### config.mk
export PLATFORM = sky130hd
export DESIGN_NAME = rmq_queue
export DESIGN_NICKNAME = d
export VERILOG_FILES = /design/src/rmq_pkg.sv /design/src/rmq_queue.sv
export SDC_FILE = /design/constraint.sdc
export NUM_CORES = 1
export LEC_CHECK = 0
export BUFFER_PORTS_ARGS = -buffer_cell sky130_fd_sc_hd__buf_2
export CAP_MARGIN = 25
export CELL_PAD_IN_SITES_DETAIL_PLACEMENT = 1
export CELL_PAD_IN_SITES_GLOBAL_PLACEMENT = 1
export CORE_MARGIN = 2
export CORE_UTILIZATION = 45
export CTS_CLUSTER_DIAMETER = 30
export CTS_CLUSTER_SIZE = 40
export DETAILED_ROUTE_END_ITERATION = 7
export GPL_ROUTABILITY_DRIVEN = 0
export PLACE_DENSITY_LB_ADDON = 0.3
export SYNTH_ARGS = -nofsm -noshare
export SYNTH_HDL_FRONTEND = slang
export SYNTH_SLANG_ARGS = --single-unit
export TNS_END_PERCENT = 10
### constraint.sdc
create_clock -name clk -period 3.9 [get_ports clk]
set_input_delay 0 -clock clk [delete_from_list [all_inputs] [get_ports clk]]
set_output_delay 0 -clock clk [all_outputs]
set_load 0.005 [all_outputs]
### src/rmq_pkg.sv
// rmq_pkg: shared types, widths and arithmetic steps for the rotation
// matrix to quaternion converter
// no dependencies
`timescale 1ns / 1ps

package rmq_pkg;

  // field and datapath widths
  localparam int QW       = 16;   // Q2.14 word
  localparam int ARG_W    = 18;   // trace and pivot argument, signed
  localparam int RAD_W    = 30;   // radicand arg*4096, padded to an even width
  localparam int SQ_STEPS = RAD_W / 2;
  localparam int ROOT_W   = SQ_STEPS;
  localparam int SQR_W    = 18;   // square root remainder
  localparam int D_W      = 17;   // off-diagonal sum or difference, signed
  localparam int MAG_W    = 17;
  localparam int NUM_W    = 30;   // mag*8192 + p
  localparam int QUO_W    = 23;   // quotient bits left after the top 7
  localparam int DIV_W    = 16;   // divisor 2p
  localparam int LANES    = 3;
  localparam int Q_DEPTH  = 4;
  localparam int QPTR_W   = $clog2(Q_DEPTH);
  localparam int QCNT_W   = $clog2(Q_DEPTH + 1);
  localparam logic signed [ARG_W-1:0] ARG_ONE = ARG_W'(16384);

  typedef enum logic [1:0] {SEL_X, SEL_Y, SEL_Z, SEL_W} sel_t;

  // classified word from front to back
  typedef struct packed {
    sel_t                  sel;
    logic                  deg;
    logic [RAD_W-1:0]      rad;
    logic signed [D_W-1:0] da;
    logic signed [D_W-1:0] db;
    logic signed [D_W-1:0] dc;
  } fwd_t;

  // queue status
  typedef struct packed {
    logic              full;
    logic              empty;
    logic [QCNT_W-1:0] count;
  } q_status_t;

  // square root stage contents
  typedef struct packed {
    sel_t                  sel;
    logic                  deg;
    logic [RAD_W-1:0]      rad;
    logic [SQR_W-1:0]      rem;
    logic [ROOT_W-1:0]     res;
    logic signed [D_W-1:0] da;
    logic signed [D_W-1:0] db;
    logic signed [D_W-1:0] dc;
  } sq_t;

  // one divider lane
  typedef struct packed {
    logic             neg;
    logic [NUM_W-1:0] num;
    logic [DIV_W-1:0] rem;
    logic [QUO_W-1:0] quo;
  } lane_t;

  // divider stage contents
  typedef struct packed {
    sel_t                     sel;
    logic                     deg;
    logic [ROOT_W-1:0]        p;
    lane_t [LANES-1:0]        ln;
  } dv_t;

  // one digit of the integer square root, pair index from the top
  function automatic sq_t sqrt_step(sq_t s, int step);
    sq_t              o;
    logic [1:0]       pair;
    logic [SQR_W+1:0] cand;
    logic [SQR_W+1:0] trial;
    o     = s;
    pair  = 2'((s.rad >> (2 * (SQ_STEPS - 1 - step))) & RAD_W'(3));
    cand  = {s.rem, pair};
    trial = (SQR_W + 2)'({s.res, 2'b01});
    if (cand >= trial) begin
      o.rem = SQR_W'(cand - trial);
      o.res = {s.res[ROOT_W-2:0], 1'b1};
    end else begin
      o.rem = SQR_W'(cand);
      o.res = {s.res[ROOT_W-2:0], 1'b0};
    end
    return o;
  endfunction

  // one quotient bit of the restoring divider
  function automatic lane_t div_step(lane_t l, logic [DIV_W-1:0] dv, int step);
    lane_t            o;
    logic [DIV_W:0]   cand;
    o    = l;
    cand = {l.rem, l.num[QUO_W-1-step]};
    if (cand >= {1'b0, dv}) begin
      o.rem = DIV_W'(cand - {1'b0, dv});
      o.quo = {l.quo[QUO_W-2:0], 1'b1};
    end else begin
      o.rem = DIV_W'(cand);
      o.quo = {l.quo[QUO_W-2:0], 1'b0};
    end
    return o;
  endfunction

  // signed result with saturation from sign and magnitude
  function automatic logic [QW-1:0] sat_q(logic neg, logic [QUO_W-1:0] q);
    logic [QW-1:0] r;
    if (!neg) begin
      r = (q > QUO_W'(32767)) ? QW'(32767) : q[QW-1:0];
    end else begin
      r = (q > QUO_W'(32768)) ? QW'(32768) : QW'(-q[QW-1:0]);
    end
    return r;
  endfunction

endpackage

### src/rmq_queue.sv
// rmq_queue: short word queue between front and back
// depends on rmq_pkg
`timescale 1ns / 1ps

module rmq_queue import rmq_pkg::*; (
  input  logic      clk,
  input  logic      rst,
  input  logic      push,
  input  fwd_t      wr_word,
  input  logic      pop,
  output fwd_t      rd_word,
  output q_status_t status
);

  fwd_t              mem [Q_DEPTH];
  logic [QPTR_W-1:0] wr_ptr, rd_ptr;
  logic [QCNT_W-1:0] count;

  assign status.count = count;
  assign status.full  = (count == QCNT_W'(Q_DEPTH));
  assign status.empty = (count == '0);
  assign rd_word      = mem[rd_ptr];

  // pointers and fill count
  always_ff @(posedge clk) begin
    if (rst) begin
      wr_ptr <= '0;
      rd_ptr <= '0;
      count  <= '0;
    end else begin
      if (push) begin
        wr_ptr <= wr_ptr + 1'b1;
      end
      if (pop) begin
        rd_ptr <= rd_ptr + 1'b1;
      end
      if (push && !pop) begin
        count <= count + 1'b1;
      end else if (pop && !push) begin
        count <= count - 1'b1;
      end
    end
  end

  // storage
  always_ff @(posedge clk) begin
    if (push) begin
      mem[wr_ptr] <= wr_word;
    end
  end

endmodule

# --- Word-level counts from Yosys, hierarchy flattened ---
# Memories as Yosys holds them, arrays and structs flattened. A register that Yosys moved wholly into a read port is not among the register bits.
# Index checks and enable logic that the tools add are counted.
# Widths: inputs -> output; s select.
classes:
  n_reduce_logical: 6
  n_eq_ne: 1
  n_mux: 6
  add_sub_neg: 4
ops:
  columns: ["op", "n"]
  rows:
  - ["$mux 3", 2]
  - ["$add 2x1->2 const B", 2]
  - ["$mux 2", 2]
  - ["$add 3x1->3 const B", 1]
  - ["$eq 3x3->1 const B", 1]
  - ["$logic_not 3->1", 1]
  - ["$sub 3x1->3 const B", 1]
  - ["$logic_and 1x1->1", 2]
  - ["$logic_not 1->1", 2]
  - ["$mux 1", 2]
  - ["$reduce_bool 2->1", 1]
totals:
  input_bits: 88
  ram_bits: 336
  mem_count: 1
  ff_bits: 7
  output_inout_bits: 89
  word_cells: 21
mem_list:
  columns: ["name", "words", "width", "rd", "rd_clocked_by_memory_dff", "write_ports", "line", "text"]
  rows:
  - ["mem", 4, 84, 1, 1, 1, "rmq_queue.sv:15", "fwd_t mem [Q_DEPTH];"]

# --- Depth between registers and ports, before layout ---
logic_depth:
  word_depth: 4
  depth_mapped: 7
  ltp_nobuf: 7

# --- Worst setup path before layout ---
# Ideal clock, no wire load.
synth_path:
  path_kind: "reg2reg"
  start: "register wr_ptr[0]"
  end: "memory mem[0][0] in the netlist's numbering (enable)"
  arrival_time_ns: 2.495
  stages_incl_launch_ff: 4
  synth_period_minus_slack_ns: 2.947
  n_path_buf: 0
  setup_slack_ns: 0.953
  setup_ns: 0.451
  t_required_ns: 3.449
  cell_sequence: "dfxtp_1 -> inv_1 -> ha_1 -> and2_1"
synth_rtl:
  columns: ["item", "line", "text"]
  rows:
  - ["from (decl)", "rmq_queue.sv:16", "logic [QPTR_W-1:0] wr_ptr, rd_ptr;"]
  - ["from (signal assigned)", "rmq_queue.sv:32", "wr_ptr <= wr_ptr + 1'b1;"]
  - ["to (decl)", "rmq_queue.sv:15", null]
# Straight into the memory's write port.

==> impl_metrics.yaml <==
timing:
  max_slew.worst_pin.slew_ns: 0.732
  holdWs_ns: 0.192
  setup-violations-final: 0
  grt_setup_unrepaired: "no"
  setup_ws_ns: 1.34
  relSlewSlack_pct: 51.2
  fmax_mhz: 390
  fin_crit_ns: 2.56
  skew_ns: 0.0192
  hold_violations: 0
  fin_tns_setup_ns: 0
  final_max_slew_viol_count: 0
  final.period_utilization_pct: 65.8
worst_setup_path:
  critical_path_peak_fanout: 35
  start_kind: "register"
  critPathKind: "register to output pin"
  cp_slowest_cell: "dfxtp_4"
  cp-end-kind: "output pin"
  slowest_delay_ns: 0.79
  crit_chain: "buf_4, mux4_2, buf_2"
  critPathArrivalTime_ns: 2.56
  r2r_cells: 4
  crit_required_ns: 3.90
  crit_buf_inv: 2
  critical-path-top-delay-family: "flip-flops"
  crit_cells: 3
clock_tree:
  clkTransAtPathRegs_ns: 0.05
  cts_buffers: 59
  cts_tree: "yes"
  cts_sinks: 345
  clk_latency_ns: 0.56
  cts_setup_buffers: 0
  htreeDepth: 2
  root_buffer: "clkbuf_16"
  clock_tree.buffer_depth: 3
cells_and_area:
  area_growth_pct: 33.8
  instances_no_fill: 1229
  seq_area_um2: 10300
  multi_input_area_um2: 2130
  utilization_pct: 60.8
  final_nets: 895
  fill_cells: 2382
  drive_above_1_share_pct: 44.6
die:
  initial_utilization_pct: 45.4
  core_um2: 27600
  die_w_um: 171
  rows: 61
  die-area_um2: 29200
  die_h_um: 171
  io_pins: 177
global_route:
  grt_antenna_before_repair: 1
  grt_pass1_wl_um: 43000
  use_met3_pct: 4.77
  grt_usage_pct: 19.9
  grt-busiest-layer: "met2"
  grt_pass1_vias: 7212
  grtUsageMet2_pct: 32.8
  grt_max_degree: 47
  overflow: 0
  grtUsageMet1_pct: 27.0
routing:
  ant_nets: 0
  drtIter0Drc: 465
  num_vias: 6344
  wl_per_cell_um: 23.1
  viasPerCell: 5.16
  firstDrtPassIters: 5
  drc: 0
  wl_um: 28400
synth:
  ys_seq_area_share_pct: 81.9
  yosysWarnings: 0
  synth_fp_nets: 576
  synthesis.area_um2: 12500
  avgSynthCellArea_um2: 26.0
  synth_cell_types: 21
  ys_seq_elements: 345
  post_synth_inst_count: 482
placement:
  dp_hpwl_um: 16600
  dp_cells: 1031
  io_buffers: 176
  pre_cts_ws_ns: 1.80
status:
  outcome: "completed"
pwr:
  powerDensity_nw_per_um2: 614
  ir_drop_uv: 314
  cellLeakagePower_nw: 5.86
flow_run:
  max_cap_viol_count: 0
min_path:
  whs_path_depth: 2
  hp-class: "primary input to register"
-- Yosys cell counts --
library cell,count,area (um2)
inv_1,4,15.0
nor3b_1,1,7.51
mux2i_1,2,20.0
mux4_2,84,1890
xnor2_1,2,17.5
buf_2,7,35.0
dfxtp_1,9,180
edfxtp_1,336,10100
nor3_1,1,5.00
o21ai_0,1,5.00
and2_1,4,25.0
nor2_1,7,26.3
a21oi_1,1,5.00
nand2_1,1,3.75
fa_1,1,20.0
clkbuf_1,3,11.3
buf_4,2,15.0
ha_1,5,62.6
or3_1,1,6.26
xor2_1,3,26.3
buf_6,7,78.8
-- placed cells by master, fill, tap and decap left out, types with 2 or more instances in the layout --
| cell | n |
|---|---|
| ha_1 | 5 |
| bufinv_16 | 9 |
| dfxtp_4 | 2 |
| inv_1 | 4 |
| clkbuf_1 | 6 |
| clkbuf_16 | 60 |
| edfxtp_1 | 336 |
| and2_4 | 4 |
| buf_4 | 14 |
| buf_2 | 176 |
| clkinv_4 | 4 |
| mux2i_1 | 2 |
| dlygate4sd3_1 | 87 |
| inv_6 | 5 |
| xor2_1 | 3 |
| mux4_2 | 84 |
| nor2_1 | 7 |
| xnor2_1 | 2 |
| clkinv_2 | 12 |
| clkinvlp_4 | 8 |
| clkinv_1 | 5 |
| dfxtp_1 | 7 |
-- sequential cells by signal (all words and copies together) (netlist names), named ones only --
signal,count
count,3
wr_ptr,2
rd_ptr,2
mem,336
-- report_power, final --
part | total (mW) | internal [mW] | switching (mW)
Combinational | 0.793 | 0.409 | 0.384
Clock | 5.16 | 3.41 | 1.75
Sequential | 4.35 | 4.27 | 0.0840
Total | 10.3 | 8.09 | 2.22
-- stage by stage --
step / instance area [um2] / power [mW]
2_1_floorplan: 12500 / 4.80
3_3_place_gp: 13900 / 5.11
3_5_place_dp: 13900 / 5.15
4_1_cts: 16800 / 10.4
5_1_grt: 16800 / 10.6
6_report: 16800 / 10.3
-- layer usage --
layer  wire length [um]  part of all wire, %
met2              14200                   50
met4                473                  1.7
met1              11900                   42
met5                  0                    0
met3               1760                  6.2
-- worst register-to-register path: cells and delay by family (launching register included) --
| kind | cells | cell delay (ns) |
|---|---|---|
| flops | 1 | 0.34 |
| simple gates | 1 | 0.63 |
| buf+inv | 2 | 0.58 |
| fa+ha+maj | 1 | 0.15 |
-- worst paths after layout --
check	startpoint	slack, ns	endpoint
worst min register to register	rd_ptr[1]	0.54	register
worst max-delay path	register	1.34	rd_word[3]
worst max register to register	wr_ptr[1]	1.85	mem[1][46]
worst min-delay path	wr_word[8]	0.19	mem[2][8]
-- cell type report --
cell class / instances / share of cell area [%]
Sequential cell: 345 / 61.2
Multi-Input combinational cell: 114 / 12.7
Timing Repair Buffer: 277 / 11.1
Clock buffer: 66 / 9.08
Clock inverter: 44 / 3.00
Tap cell: 378 / 2.82
Inverter: 4 / 0.0895
Antenna cell: 1 / 0.0149
-- timing repair --
action	in CTS	in global routing
gates resized for setup	0	0
hold buffers	87	0
endpoints found under the hold margin	345	0
-- cells by family (layout without fill, tap and decap cells) --
family / after synthesis / in the layout / synth area share (%)
flip-flops: 345 / 345 / 81.9
multiplexers: 86 / 86 / 15.2
buffers and inverters: 23 / 391 / 1.24
AND/OR/NAND/NOR: 15 / 15 / 0.588
adder cells (fa/ha/maj): 6 / 6 / 0.658
XOR/XNOR: 5 / 5 / 0.349
AO/OA/AOI/OAI: 2 / 2 / 0.0797
other: 0 / 1 / 0
(Power assumes the default switching activity.)
