[src/rmq_pkg.sv]
// rmq_pkg: shared types, widths and arithmetic steps for the rotation
// matrix to quaternion converter
// no dependencies
`timescale 1ns / 1ps

package rmq_pkg;

  // field and datapath widths
  localparam int QW       = 16;   // Q2.14 word
  localparam int ARG_W    = 18;   // trace and pivot argument, signed
  localparam int RAD_W    = 30;   // radicand arg*4096, padded to an even width
  localparam int SQ_STEPS = RAD_W / 2;
  localparam int ROOT_W   = SQ_STEPS;
  localparam int SQR_W    = 18;   // square root remainder
  localparam int D_W      = 17;   // off-diagonal sum or difference, signed
  localparam int MAG_W    = 17;
  localparam int NUM_W    = 30;   // mag*8192 + p
  localparam int QUO_W    = 23;   // quotient bits left after the top 7
  localparam int DIV_W    = 16;   // divisor 2p
  localparam int LANES    = 3;
  localparam int Q_DEPTH  = 4;
  localparam int QPTR_W   = $clog2(Q_DEPTH);
  localparam int QCNT_W   = $clog2(Q_DEPTH + 1);
  localparam logic signed [ARG_W-1:0] ARG_ONE = ARG_W'(16384);

  typedef enum logic [1:0] {SEL_X, SEL_Y, SEL_Z, SEL_W} sel_t;

  // classified word from front to back
  typedef struct packed {
    sel_t                  sel;
    logic                  deg;
    logic [RAD_W-1:0]      rad;
    logic signed [D_W-1:0] da;
    logic signed [D_W-1:0] db;
    logic signed [D_W-1:0] dc;
  } fwd_t;

  // queue status
  typedef struct packed {
    logic              full;
    logic              empty;
    logic [QCNT_W-1:0] count;
  } q_status_t;

  // square root stage contents
  typedef struct packed {
    sel_t                  sel;
    logic                  deg;
    logic [RAD_W-1:0]      rad;
    logic [SQR_W-1:0]      rem;
    logic [ROOT_W-1:0]     res;
    logic signed [D_W-1:0] da;
    logic signed [D_W-1:0] db;
    logic signed [D_W-1:0] dc;
  } sq_t;

  // one divider lane
  typedef struct packed {
    logic             neg;
    logic [NUM_W-1:0] num;
    logic [DIV_W-1:0] rem;
    logic [QUO_W-1:0] quo;
  } lane_t;

  // divider stage contents
  typedef struct packed {
    sel_t                     sel;
    logic                     deg;
    logic [ROOT_W-1:0]        p;
    lane_t [LANES-1:0]        ln;
  } dv_t;

  // one digit of the integer square root, pair index from the top
  function automatic sq_t sqrt_step(sq_t s, int step);
    sq_t              o;
    logic [1:0]       pair;
    logic [SQR_W+1:0] cand;
    logic [SQR_W+1:0] trial;
    o     = s;
    pair  = 2'((s.rad >> (2 * (SQ_STEPS - 1 - step))) & RAD_W'(3));
    cand  = {s.rem, pair};
    trial = (SQR_W + 2)'({s.res, 2'b01});
    if (cand >= trial) begin
      o.rem = SQR_W'(cand - trial);
      o.res = {s.res[ROOT_W-2:0], 1'b1};
    end else begin
      o.rem = SQR_W'(cand);
      o.res = {s.res[ROOT_W-2:0], 1'b0};
    end
    return o;
  endfunction

  // one quotient bit of the restoring divider
  function automatic lane_t div_step(lane_t l, logic [DIV_W-1:0] dv, int step);
    lane_t            o;
    logic [DIV_W:0]   cand;
    o    = l;
    cand = {l.rem, l.num[QUO_W-1-step]};
    if (cand >= {1'b0, dv}) begin
      o.rem = DIV_W'(cand - {1'b0, dv});
      o.quo = {l.quo[QUO_W-2:0], 1'b1};
    end else begin
      o.rem = DIV_W'(cand);
      o.quo = {l.quo[QUO_W-2:0], 1'b0};
    end
    return o;
  endfunction

  // signed result with saturation from sign and magnitude
  function automatic logic [QW-1:0] sat_q(logic neg, logic [QUO_W-1:0] q);
    logic [QW-1:0] r;
    if (!neg) begin
      r = (q > QUO_W'(32767)) ? QW'(32767) : q[QW-1:0];
    end else begin
      r = (q > QUO_W'(32768)) ? QW'(32768) : QW'(-q[QW-1:0]);
    end
    return r;
  endfunction

endpackage

[src/rmq_front.sv]
// rmq_front: branch choice, pivot argument and off-diagonal terms
// depends on rmq_pkg
`timescale 1ns / 1ps

module rmq_front import rmq_pkg::*; (
  input  logic              clk,
  input  logic              rst,
  input  logic              load,
  input  logic              push,
  input  logic [QW-1:0]     r00, r01, r02,
  input  logic [QW-1:0]     r10, r11, r12,
  input  logic [QW-1:0]     r20, r21, r22,
  output logic              word_valid,
  output fwd_t              word
);

  logic signed [ARG_W-1:0] m00, m01, m02, m10, m11, m12, m20, m21, m22;
  logic signed [ARG_W-1:0] trace, arg;
  logic signed [ARG_W-1:0] d_a, d_b, d_c;
  sel_t                    sel;
  fwd_t                    word_next;

  // sign extension
  assign m00 = ARG_W'(signed'(r00));
  assign m01 = ARG_W'(signed'(r01));
  assign m02 = ARG_W'(signed'(r02));
  assign m10 = ARG_W'(signed'(r10));
  assign m11 = ARG_W'(signed'(r11));
  assign m12 = ARG_W'(signed'(r12));
  assign m20 = ARG_W'(signed'(r20));
  assign m21 = ARG_W'(signed'(r21));
  assign m22 = ARG_W'(signed'(r22));
  assign trace = m00 + m11 + m22;

  // pick the pivot and the three other terms in output order
  always_comb begin
    priority if (trace > 0) begin
      sel = SEL_W;
      arg = trace + ARG_ONE;
      d_a = m21 - m12;
      d_b = m02 - m20;
      d_c = m10 - m01;
    end else if (m00 > m11 && m00 > m22) begin
      sel = SEL_X;
      arg = m00 - m11 - m22 + ARG_ONE;
      d_a = m10 + m01;
      d_b = m02 + m20;
      d_c = m21 - m12;
    end else if (m11 > m22) begin
      sel = SEL_Y;
      arg = m11 - m00 - m22 + ARG_ONE;
      d_a = m10 + m01;
      d_b = m21 + m12;
      d_c = m02 - m20;
    end else begin
      sel = SEL_Z;
      arg = m22 - m00 - m11 + ARG_ONE;
      d_a = m02 + m20;
      d_b = m21 + m12;
      d_c = m10 - m01;
    end
    word_next.sel = sel;
    word_next.deg = (arg <= 0);
    word_next.rad = (arg <= 0) ? '0 : RAD_W'({arg[ARG_W-2:0], 12'b0});
    word_next.da  = D_W'(d_a);
    word_next.db  = D_W'(d_b);
    word_next.dc  = D_W'(d_c);
  end

  // holding register
  always_ff @(posedge clk) begin
    if (rst) begin
      word_valid <= 1'b0;
    end else if (load) begin
      word_valid <= 1'b1;
    end else if (push) begin
      word_valid <= 1'b0;
    end
  end

  always_ff @(posedge clk) begin
    if (load) begin
      word <= word_next;
    end
  end

endmodule

[config.mk]
export PLATFORM = sky130hd
export DESIGN_NAME = rmq_front
export DESIGN_NICKNAME = d
export VERILOG_FILES = /design/src/rmq_pkg.sv /design/src/rmq_front.sv
export SDC_FILE = /design/constraint.sdc
export NUM_CORES = 1
export LEC_CHECK = 0
export BUFFER_PORTS_ARGS = -buffer_cell sky130_fd_sc_hd__buf_2
export CAP_MARGIN = 20
export CORE_ASPECT_RATIO = 0.6
export CORE_MARGIN = 2
export CORE_UTILIZATION = 55
export DETAILED_ROUTE_END_ITERATION = 7
export HOLD_SLACK_MARGIN = 0.1
export PLACE_DENSITY = 0.8
export SLEW_MARGIN = 20
export SYNTH_ARGS = -nofsm -noshare
export SYNTH_HDL_FRONTEND = slang
export SYNTH_SLANG_ARGS = --single-unit
[constraint.sdc]
create_clock -name clk -period 5.2 [get_ports clk]
set_input_delay 1.3 -clock clk [delete_from_list [all_inputs] [get_ports clk]]
set_output_delay 1.3 -clock clk [all_outputs]
set_load 0.02 [all_outputs]
### Yosys cells after proc, flatten, opt, wreduce, memory -nomap -nowiden

Index checks and enable logic that the tools add are counted.

| word-level totals | value |
|---|---|
| output and inout bits | 85 |
| register bits | 85 |
| word-level logic and storage cells | 48 |
| input port bits | 148 |

| operators by class | value |
|---|---|
| add/sub/neg operators | 18 |
| reduce and logical (&&, ||, !) cells | 2 |
| magnitude comparators | 5 |
| muxes and demuxes | 15 |

Operators by type and width:

| cell | number |
|---|---|
| 17-bit 2-to-1 mux | 8 |
| 16-bit by 16-bit subtractor with 17-bit output | 6 |
| 18-bit by 16-bit adder with 18-bit output, second input constant | 4 |
| 16-bit by 16-bit adder with 17-bit output | 4 |
| 18-bit 2-to-1 mux | 3 |
| 17-bit by 16-bit subtractor with 18-bit output | 3 |
| 16-bit greater-than comparator | 3 |
| 17-bit by 16-bit adder with 18-bit output | 1 |
| 18-bit by 1-bit greater-than comparator with 1-bit output, second input constant | 1 |
| 18-bit by 1-bit less-or-equal comparator with 1-bit output, second input constant | 1 |
| 2-bit 2-to-1 mux | 2 |
| 1-bit 2-to-1 mux | 2 |
| 2-bit nonzero test | 1 |
| 1-bit logical AND | 1 |

### Logic depth before layout (Yosys ltp)

| logic depth | value |
|---|---|
| depth in word-level cells | 7 |
| depth in mapped cells | 22 |
| mapped depth without buffers | 20 |

### Worst setup path before layout

Ideal clock, no wire load.

| timing | value |
|---|---|
| path type | input port to flip-flop |
| from | input port r00[4] |
| to | register word[2] in the netlist's numbering, data pin |
| stages on the path | 20 |
| setup slack | -172 ps |
| buffers on the path | 2 |
| required time | 4,932 ps |
| data arrival time | 5,103 ps |
| library setup time | 268 ps |
| path through | inv_1 -> fa_1 -> inv_1 -> ha_1 -> a21oi_1 -> a211oi_1 -> o211ai_1 -> a31oi_1 -> o31a_2 -> or4_1 -> nand3_1 -> inv_1 -> ha_1 -> nand2_1 -> nand4b_1 -> nor4_2 -> nor2_2 -> buf_2 -> clkbuf_1 -> o22ai_1 |

| on the way | value |
|---|---|
| cells in the longest elaborated chain, start to end | 4 |
| elaborated cells on any way between the ends | 8 |
| classes of those cells | add/sub: 2; order compare: 3; mux: 2; reduce/logical: 1 |

RTL lines:

| what | line | source |
|---|---|---|
| from (decl) | rmq_front.sv:10 | `input logic [QW-1:0] r00, r01, r02,` |
| 16-bit by 16-bit adder with 17-bit output / 16-bit greater-than comparator (equally long branches) | rmq_front.sv:33, rmq_front.sv:43 |  |
| 17-bit by 16-bit adder with 18-bit output / 1-bit logical AND (equally long branches) | rmq_front.sv:33, rmq_front.sv:43 |  |
| 18-bit by 1-bit greater-than comparator with 1-bit output / 17-bit 2-to-1 mux (equally long branches) | rmq_front.sv:37, rmq_front.sv:43 |  |
| 17-bit 2-to-1 mux (*) | rmq_front.sv:37 | `priority if (trace > 0) begin` |
| named net d_c[2] | rmq_front.sv:19 | `logic signed [ARG_W-1:0] d_a, d_b, d_c;` |
| to (signal assigned) | rmq_front.sv:83 | `word <= word_next;` |
| to (decl) | rmq_front.sv:14 | `output fwd_t word` |

The timed path passes the listed nets; every way through them passes the cells marked *.
A chain may end at the register's enable or synchronous reset.

==> summary.md <==
| Metric | Value |
|---|---|
| Max IR drop VDD | `0.234 mV` |
| Sequential Power Share | `15.0%` |
| Post-synthesis compound-gate area fraction | `21.3%` |
| Pre-CTS WS | `-669 ps` |
| Sw Share | `48.7%` |
| Crit Path Category | `input port to flip-flop` |
| Wirelength, routed | `61700 um` |
| Most used flip-flop cell after synthesis | `edfxtp_1` |
| Netlist cell types | `90` |
| Finish-stage setup viols | `59` |
| Number of CTS-inserted buffers | `9` |
| Fin crit period | `5480 ps` |
| Crit path max fanout | `5` |
| Maximum clock path buffer count | `2` |
| Ys Warns | `0` |
| Status | `complete, but fails checks` |
| Setup_tns | `-8530 ps` |
| First-pass GRT wire length | `91000 um` |
| Post-synth EDFFs | `71` |
| Hold path start | `word_valid` |
| Core Region | `27700 sq um` |
| Vias per inst | `6.12` |
| Finished Layout Cells | `approximately 2700` |
| Filler cells | `around 2000` |
| IO Pins | `233` |
| Nets | `between 2000 and 3000` |
| Mux cell area share after synthesis | `less than 1%` |
| Switch Pwr | `3370 uW` |
| CTS Hold Bufs | `0` |
| Buffers on Ports | `roughly 220` |
| H-tree depth | `3` |
| Hold WS | `between 400 and 500 ps` |
| Layout Area Growth over Synthesis | `31.9%` |
| Arrival time at the worst endpoint | `5680 ps` |
| Worst hold-check path type | `flip-flop to flip-flop` |
| Post-Synth Simple-Gate Area | `roughly 16%` |
| R2r endpoint | `word_valid` |
| Register area share after synthesis | `13.9%` |
| GRT Total Usage | `39.9%` |
| Async SR Flop Fraction | `0%` |
| Top Usage Layer GRT | `met1` |
| Met2 Track Usage GR | `52.1%` |
| Logic gate share of total power | `about three quarters` |
| Initial antenna violation count | `0` |
| Die area | `between 20000 and 30000 sq um` |
| Synth Area in Adders | `between 30% and 40%` |
| Met3 usage | `15.2%` |
| Final GP Congestion | `between 1 and 1.5` |
| Hold Crit Depth | `2` |
| DR pass1 iterations | `7` |
| Die width | `about 220 um` |
| Max cap viols | `0` |
| Worst endpoint required time | `5400 ps` |
| Via count | `16800` |
| Clock-pin slew on the worst setup and hold paths | `70 ps` |
| Clk Latency, worst-skew pair | `340 ps` |
| Root Buffer | `clkbuf_16` |
| Clock skew | `0 ps` |
| Clock network fraction of total power | `10.1%` |
| Drt drc | `0` |
| Largest net degree at the start of global routing | `between 70 and 80` |
| Failing checks | `setup timing` |
| R2R cell count | `2` |
| Reg2reg setup slack | `4620 ps` |
| Synth Area in XOR/XNOR | `6.76%` |
| Unrepaired setup endpoints after global routing | `yes` |
| Combinational family with the most area after synthesis | `adder cells` |
| Int Power | `3550 uW` |
| Startpoint types | `input port` |
| P_leak | `0.00992 uW` |
| CTS sink count | `72` |
| Final Hold Vio Count | `0` |
| Site row count | `47` |
| Avg Synthesized Cell Area | `slightly above 8 sq um` |
| Critical Path Sink Type | `flip-flop` |
| Worst r2r src | `word_valid` |
| Vias in the first global route | `15600` |
| Placed cells | `roughly 2700` |
| Initial Utilization | `56.1%` |
| Post-DP HPWL | `around 50000 um` |
| Final Max Tran Viols | `0` |
| Power density cells | `337 nW/um^2` |
| Synthesized flop and latch total | `72` |
| CTS tree | `done` |
| Layout cells sized above 1 | `28.4%` |
| Routed Antenna Nets | `0` |
| Synthesized area | `15500 sq um` |
| N_diodes | `0` |
| DR iter-0 viols | `2493` |
| Worst setup margin | `-275 ps` |
| Rel. slew slack | `28.4%` |
| Hold Crit Endpoint | `word_valid` |
| Wirelength per Cell | `22.5 um` |
| Met1 usage | `62.3%` |
| Measured slew at the worst slew-check pin | `approximately 1100 ps` |
| F_max | `0.183 GHz` |
| Final period utilization | `105%` |
| Die Ht | `134 um` |
| Design Power | `6910 uW` |
| Gr ovfl total | `0` |
| Cell count after synthesis | `between 1500 and 2000` |
-- flip-flops by register name, indices dropped and copies added, names as in the netlist --
signal / count
word: 71
word_valid: 1
-- worst max-delay path, cell delays in order --
cell	delay, ps
buf_6	100
buf_4	130
buf_4	150
ha_1	340
buf_4	130
a21oi_1	60
o31ai_1	850
a2111oi_0	430
mux2i_1	210
buf_4	200
buf_12	130
a221oi_1	680
nand4_1	200
a22o_1	240
a2111o_1	370
o21bai_2	140
-- power by group through the flow --
stage	registers, uW	clock network (uW)	logic [uW]
floorplan	1230	0	2260
global placement	1040	0	4300
detailed placement	1030	0	4380
CTS	1030	695	4560
global route	1040	714	5440
finish	1030	701	5180
-- logic make-up after synthesis --
kind of cell | after synthesis
and+or+nand+nor | 509
AOI/OAI and AO/OA | 498
adders and majority gates | 369
buffers and inverters | 292
xor gates and xnor gates | 120
DFF | 72
muxes | 14
other | 1
-- cell usage in the layout, fill, tap and decap left out, types with 33 or more instances in the layout --
master,synthesis,routed
xor2_1,39,38
xnor2_1,81,81
a21oi_1,126,118
buf_2,11,216
nand2_1,105,87
nor2_1,160,154
o21ai_0,100,71
ha_1,291,286
fa_1,78,73
buf_4,15,297
edfxtp_1,71,71
inv_1,224,220
nor2b_1,34,33
nor3_1,51,51
nand3_1,42,40
-- layout make-up --
cell class,instances,area [sq um],share of cell area (%)
Multi-Input combinational cell,1523,12800,62.5
Timing Repair Buffer,543,3900,19.0
Sequential cell,72,2150,10.5
Inverter,225,845,4.12
Tap cell,367,459,2.24
Clock buffer,9,225,1.10
Clock inverter,7,103,0.501
-- stage by stage --
stage	utilization (%)	area (sq um)
3_3_place_gp	69.5	19200
2_1_floorplan	-	15600
4_1_cts	71.6	19800
5_1_grt	74.0	20500
6_report	74.0	20500
3_5_place_dp	69.5	19200
-- timing repair --
item / in CTS / in global routing
cloned: 2 / 7
setup endpoints to repair: 71 / 71
pin swaps: 9 / 32
gates resized for setup: 41 / 112
setup buffers: 7 / 8
-- synth_stat cells, types with 6 or more instances --
master | n | share of area (%)
a211o_1 | 11 | 0.62
fa_1 | 78 | 10
o31a_1 | 6 | 0.34
nand2_1 | 105 | 2.5
ha_1 | 291 | 23
o22a_1 | 6 | 0.34
o21ai_0 | 100 | 3.2
and2_1 | 8 | 0.32
a221oi_1 | 9 | 0.51
nor2_1 | 160 | 3.9
a2111oi_0 | 7 | 0.39
a211oi_1 | 27 | 1.3
a21o_1 | 18 | 0.87
mux2i_1 | 13 | 0.84
xor2_1 | 39 | 2.2
nand3_1 | 42 | 1.4
o21bai_1 | 13 | 0.63
nand2b_1 | 22 | 0.89
inv_1 | 224 | 5.4
a21oi_1 | 126 | 4.1
edfxtp_1 | 71 | 14
a21boi_0 | 6 | 0.29
nor4_1 | 6 | 0.24
buf_2 | 11 | 0.35
o31ai_1 | 17 | 0.82
or3_1 | 18 | 0.72
xnor2_1 | 81 | 4.6
buf_4 | 15 | 0.72
and3_1 | 9 | 0.36
nor3_1 | 51 | 1.6
nand4_1 | 9 | 0.36
a31oi_1 | 27 | 1.1
o22ai_1 | 11 | 0.44
o2111ai_1 | 6 | 0.34
or2_2 | 6 | 0.24
o211ai_1 | 24 | 1.2
o21a_1 | 20 | 0.97
clkbuf_1 | 38 | 0.92
nor2b_1 | 34 | 1.4
nand3b_1 | 8 | 0.39
-- worst max path at each step --
stage               startpoint       end
CTS                     r00[1]  word[12]
global placement        r00[1]  word[14]
global route            r22[5]  word[71]
finish                  r00[1]  word[81]
floorplan               r00[1]   word[2]
detailed placement      r00[2]  word[81]
-- metal layers --
layer,vias up,part of all wire (%)
met5,-,0
met4,0,1.2
met3,91,17
met2,1135,37
met1,8041,45
li1,7551,-
Note: power is estimated with default switching activity, not from simulation.
